$ cat src/hdl/jsme_pkg.sv
// package for the job shop makespan evaluator
// holds item types, status codes and the controller/datapath command and status structs
// no dependencies
`timescale 1ns / 1ps
`default_nettype none

package jsme_pkg;

  localparam int NUM_MACH  = 16;
  localparam int JOB_SLOTS = 16;
  localparam int QDEPTH    = 16;
  localparam int DUR_W     = 16;
  localparam int TIME_W    = 24;
  localparam int MIDX_W    = 4;
  localparam int JIDX_W    = 4;
  localparam int STEP_W    = 4;
  localparam int QPTR_W    = 4;
  localparam int QCNT_W    = 5;
  localparam int CFG_W     = 5;
  localparam int ADDR_W    = MIDX_W + QPTR_W;

  // result status codes
  localparam logic [1:0] STAT_OK       = 2'd0;
  localparam logic [1:0] STAT_DEADLOCK = 2'd1;
  localparam logic [1:0] STAT_OVERFLOW = 2'd2;

  // configuration register indexes
  localparam logic REG_MACHINES = 1'b0;
  localparam logic REG_JOBS     = 1'b1;

  typedef struct packed {
    logic [MIDX_W-1:0] machine_index;
    logic [JIDX_W-1:0] job_index;
    logic [STEP_W-1:0] job_step;
    logic [DUR_W-1:0]  duration;
    logic              last_item;
  } in_item_t;

  typedef struct packed {
    logic [TIME_W-1:0] makespan;
    logic [1:0]        status;
  } out_item_t;

  typedef struct packed {
    logic [JIDX_W-1:0] job;
    logic [STEP_W-1:0] step;
    logic [DUR_W-1:0]  dur;
  } op_t;

  typedef struct packed {
    logic              clear_sim;
    logic              scan_init;
    logic              eval;
    logic              set_time;
    logic              release_op;
    logic              emit;
    logic [1:0]        code;
    logic [MIDX_W-1:0] idx;
  } dp_cmd_t;

  typedef struct packed {
    logic             load_error;
    logic             pending;
    logic             any_busy;
    logic [CFG_W-1:0] nm_eff;
    logic             out_free;
  } dp_stat_t;

endpackage

`default_nettype wire

$ cat src/hdl/jsme_ctrl.sv
// controller: sequences loading, sweeps, next-event step, release and result
// depends on jsme_pkg
`timescale 1ns / 1ps
`default_nettype none

module jsme_ctrl
  import jsme_pkg::*;
(
  input  wire logic     clk,
  input  wire logic     rst_n,
  input  wire logic     in_accept,
  input  wire logic     in_last,
  input  wire dp_stat_t stat,
  output logic          in_stall,
  output dp_cmd_t       cmd
);

  localparam logic [2:0] S_IDLE  = 3'd0;
  localparam logic [2:0] S_START = 3'd1;
  localparam logic [2:0] S_CHK   = 3'd2;
  localparam logic [2:0] S_RD    = 3'd3;
  localparam logic [2:0] S_EV    = 3'd4;
  localparam logic [2:0] S_NEXT  = 3'd5;
  localparam logic [2:0] S_RL    = 3'd6;
  localparam logic [2:0] S_FIN   = 3'd7;

  logic [2:0]       state_r, state_nxt;
  logic [CFG_W-1:0] idx_r, idx_nxt;
  logic [1:0]       code_r, code_nxt;
  logic             last_idx;

  assign last_idx = (idx_r + 1'b1) == stat.nm_eff;

  // next state and commands
  always_comb begin
    state_nxt      = state_r;
    idx_nxt        = idx_r;
    code_nxt       = code_r;
    cmd            = '0;
    cmd.idx        = idx_r[MIDX_W-1:0];
    cmd.code       = code_r;
    unique case (state_r)
      S_IDLE: begin
        if (in_accept && in_last) state_nxt = S_START;
      end
      S_START: begin
        cmd.clear_sim = 1'b1;
        if (stat.load_error) begin
          code_nxt  = STAT_OVERFLOW;
          state_nxt = S_FIN;
        end else begin
          state_nxt = S_CHK;
        end
      end
      S_CHK: begin
        if (!stat.pending) begin
          code_nxt  = STAT_OK;
          state_nxt = S_FIN;
        end else begin
          cmd.scan_init = 1'b1;
          idx_nxt       = '0;
          state_nxt     = S_RD;
        end
      end
      S_RD: state_nxt = S_EV;
      S_EV: begin
        cmd.eval = 1'b1;
        if (last_idx) begin
          state_nxt = S_NEXT;
        end else begin
          idx_nxt   = idx_r + 1'b1;
          state_nxt = S_RD;
        end
      end
      S_NEXT: begin
        if (!stat.any_busy) begin
          code_nxt  = STAT_DEADLOCK;
          state_nxt = S_FIN;
        end else begin
          cmd.set_time = 1'b1;
          idx_nxt      = '0;
          state_nxt    = S_RL;
        end
      end
      S_RL: begin
        cmd.release_op = 1'b1;
        if (last_idx) begin
          state_nxt = S_CHK;
        end else begin
          idx_nxt = idx_r + 1'b1;
        end
      end
      S_FIN: begin
        if (stat.out_free) begin
          cmd.emit  = 1'b1;
          state_nxt = S_IDLE;
        end
      end
      default: state_nxt = S_IDLE;
    endcase
  end

  always_ff @(posedge clk) begin
    if (!rst_n) begin
      state_r <= S_IDLE;
      idx_r   <= '0;
      code_r  <= STAT_OK;
    end else begin
      state_r <= state_nxt;
      idx_r   <= idx_nxt;
      code_r  <= code_nxt;
    end
  end

  assign in_stall = state_r != S_IDLE;

endmodule

`default_nettype wire

$ cat config.mk
export PLATFORM = sky130hd
export DESIGN_NAME = jsme_ctrl
export DESIGN_NICKNAME = d
export VERILOG_FILES = /design/src/hdl/jsme_pkg.sv /design/src/hdl/jsme_ctrl.sv
export SDC_FILE = /design/constraint.sdc
export NUM_CORES = 1
export LEC_CHECK = 0
export BUFFER_PORTS_ARGS = -buffer_cell sky130_fd_sc_hd__buf_2
export CAP_MARGIN = 10
export CORE_ASPECT_RATIO = 1.25
export CORE_MARGIN = 1
export CORE_UTILIZATION = 30
export CTS_CLUSTER_SIZE = 8
export DETAILED_ROUTE_END_ITERATION = 8
export HOLD_SLACK_MARGIN = 0.05
export SYNTH_ARGS = -nofsm -noshare
export SYNTH_HDL_FRONTEND = slang
export SYNTH_SLANG_ARGS = --single-unit
$ cat constraint.sdc
create_clock -name clk -period 2.38 [get_ports clk]
set_input_delay 0.119 -clock clk [delete_from_list [all_inputs] [get_ports clk]]
set_output_delay 0.119 -clock clk [all_outputs]
set_load 0.01 [all_outputs]
==> results.md <==
- Via count: 840
- Clock insertion delay at the later pin of the skew report: 0.27 ns
- Share of synthesized registers carrying an async set or reset: 0%
- CP Capture Type: register
- Post-cts resize count: 0
- Max-slew violation count: 0
- Basic-gate share of the synthesized area counting and, or, nand and nor cells: between 20% and 30%
- Setup TNS after final layout: 0 ns
- Worst slack at placement: about 0.37 ns
- DR vias/cell: ~5.3
- Synth warn: 0
- Maximum cell stage delay along the critical path: around 0.43 ns
- Mean post-synth cell area: about 7.5 um2
- Global-route congestion overflow total: 0
- Setup violations, final: 0
- Slew at the pin with the worst max-slew slack: 0.478 ns
- Count of mapped cells out of synthesis: 107
- Dominant synthesized flop cell: dfxtp_1
- Number of synthesized flops with an enable pin: 0
- Total design power: just under 0.9 mW
- Type of the worst setup path: register to register
- Via count of the first global-routing pass: between 700 and 800
- Floorplan core area: between 2000 and 2500 um2
- Share of cell area taken by muxes after synthesis: under 10%
- CP Data Required Time: about 2.6 ns
- Final number of hold-violating endpoints: 0
- Wire length after detailed routing: 1870 um
- Register bit total from synthesis: 10
- Wire length of the first global-routing pass: 2980 um
- IO Port Bufs: 25
- Die height: 59.8 um
- Run status: completed
- Ports placed on the boundary: 26
- Number of antenna cells inserted: 0
- Instance area after placement: just over 900 um2
- Setup Skew: 0.00172 ns
- Root buffer cell: clkbuf_4
- Worst setup SP type: register
- Clock tree from TritonCTS: yes
- Chip Width: 48.2 um
- Most common library cell in the layout ignoring fill and taps: buf_2
- Post-synthesis sequential area ratio: 25.0%
- Top library cells by usage in the layout, fill and taps aside: buf_2, a21oi_1, nand2_1, dfxtp_1, nand3_1
- CTS Hold Buffers Added: 0
- Final #Nets: ~140
- Filler cell count: roughly 260
- Worst-path fanout max: 6
- DRT Pass-1 Iters: 4
- DRC violation count after routing: 0
- Unrepaired setup endpoints after global routing: no
- Static leakage power: 0.431 nW
- Number of nets in the synthesized netlist: between 100 and 150
- Clock-pin slew of the registers on the worst-case setup and hold paths: ~0.08 ns
- Wire per inst: ~12 um
- Slew margin rel.: 68.1%
- TritonCTS sink count: 10
- Crit path DAT: 2.19 ns
- Initial Util: between 30% and 40%
- FMAX: a little under 500 MHz
- Antenna viol nets, final: 0
- Number of maximum-capacitance violations: 0
- Routability congestion estimate: between 0.7 and 0.8
- Max clock buf depth: 2
- Min-delay worst type: primary input to register
- Final hold slack: 0.177 ns
- Final instance area: ~950 um2
- Largest delay share family, worst path: compound AO/OA/AOI/OAI gates
- Slowest cell on crit path: dfxtp_1
- Buffer and inverter count on the worst path: 0
- Synth Area in Compound Gates: about 28%
- Number of distinct library cells after synthesis: 39
- Clock period minus worst slack: 2.02 ns
- H-tree level count: 1
- Floorplan die area: slightly below 3000 um2
- Half-perimeter wire length after placement: 1390 um
- Global Route Usage Sum: between 10 and 15%
- Clock buffers created by TritonCTS: 3
- Post-CTS setup buffer count: 0
- Netlist area before placement: around 800 um2
- Adder and majority gate portion of the synthesized area: approximately 1.6%
- Share of the cycle needed by the critical path after routing: 84.9%
- Number of core rows: 20
- Initial antenna violation count: 0
- Setup ws final: 0.360 ns
- Power density over cell area: between 900 and 1000 nW/um2
- Critical-path cell list: ha_1 -> xor2_1 -> a211oi_2 -> o221ai_2 -> a31o_4 -> and4_4 -> a211o_1
- Max rail drop VDD: about 0.00043 V
- Xor and xnor area share after synthesis: 6.41%
- Area delta synth->final: 18.8%
- Maximum number of pins on one net before global-route repair: 16
- Drt initial violations: 16
- Dominant combinational cell family by area after synthesis: simple AND/OR/NAND/NOR gates
- Fraction of layout instances using a drive strength above 1: about 28%
-- power breakdown --
| part | switching [mW] | total, mW | internal, mW |
|---|---|---|---|
| Clock | 0.0717 | 0.165 | 0.0930 |
| Combinational | 0.222 | 0.401 | 0.179 |
| Sequential | 0.0964 | 0.303 | 0.207 |
-- area by class of cell --
type	instances	area, um2	area share [%]
timing repair buffer	25	125	13.2
inverter	6	22.5	2.37
multi-input combinational	81	526	55.3
clock buffer	4	36.3	3.82
sequential	10	200	21.1
tap	33	41.3	4.34
-- state kept, by name (all words and copies together) (netlist names) --
signal and flops:
idx_r 5, state_r 3, code_r 2
-- logic make-up (layout without fill, tap and decap cells) --
logic type | Yosys count | after routing
xor+xnor | 5 | 5
flops | 10 | 10
compound gates | 30 | 30
buf+inv | 16 | 35
fa+ha+maj | 1 | 1
simple gates | 44 | 44
mux | 1 | 1
-- stage by stage --
step | instances | util [%]
final | 159 | 38.4
after global routing | 159 | 38.4
after CTS | 159 | 38.4
after detailed placement | 155 | 36.9
after global placement | 155 | 36.9
after floorplan | 107 | -
-- synth_stat cells (2+ instances only) --
| master | number | area share (%) |
|---|---|---|
| a21oi_1 | 12 | 7.5 |
| and3_1 | 3 | 2.3 |
| nand2_1 | 10 | 4.7 |
| buf_1 | 2 | 0.94 |
| or4_1 | 2 | 1.9 |
| buf_4 | 4 | 3.8 |
| inv_1 | 6 | 2.8 |
| o211ai_1 | 2 | 1.9 |
| nor3_1 | 4 | 2.5 |
| o21ai_1 | 2 | 1.3 |
| nor2b_1 | 4 | 3.1 |
| xnor2_1 | 2 | 2.2 |
| dfxtp_1 | 10 | 25 |
| clkbuf_1 | 4 | 1.9 |
| nand3_1 | 8 | 5.0 |
| xor2_1 | 2 | 2.2 |
| nor2_1 | 7 | 3.3 |
| nor3b_1 | 2 | 1.9 |
-- path summary, 6_finish.rpt --
| path | start | end | slack [ns] | cells past startpoint |
|---|---|---|---|---|
| hold / removal | stat[8] | code_r[1] | 0.18 | 3 |
| setup reg to reg | idx_r[0] | idx_r[2] | 0.36 | 7 |
| setup / recovery | idx_r[0] | idx_r[2] | 0.36 | 7 |
| hold reg to reg | idx_r[1] | idx_r[1] | 0.51 | 2 |
-- worst reg2reg max path: stages, from the launching register on --
cell and delay, ns:
dfxtp_1 0.43, ha_1 0.29, xor2_1 0.18, a211oi_2 0.21, o221ai_2 0.14, a31o_4 0.25
and4_4 0.18, a211o_1 0.25
-- layer usage --
metal	routed length [um]	part of all wire [%]	vias up	GRT usage, %
li1	-	-	425	-
met2	943	51	10	21.0
met1	869	47	403	20.4
met3	37	2.0	2	2.11
met5	0	0	-	0
met4	15	0.80	0	3.57
Note: power is estimated with default switching activity, not from simulation.
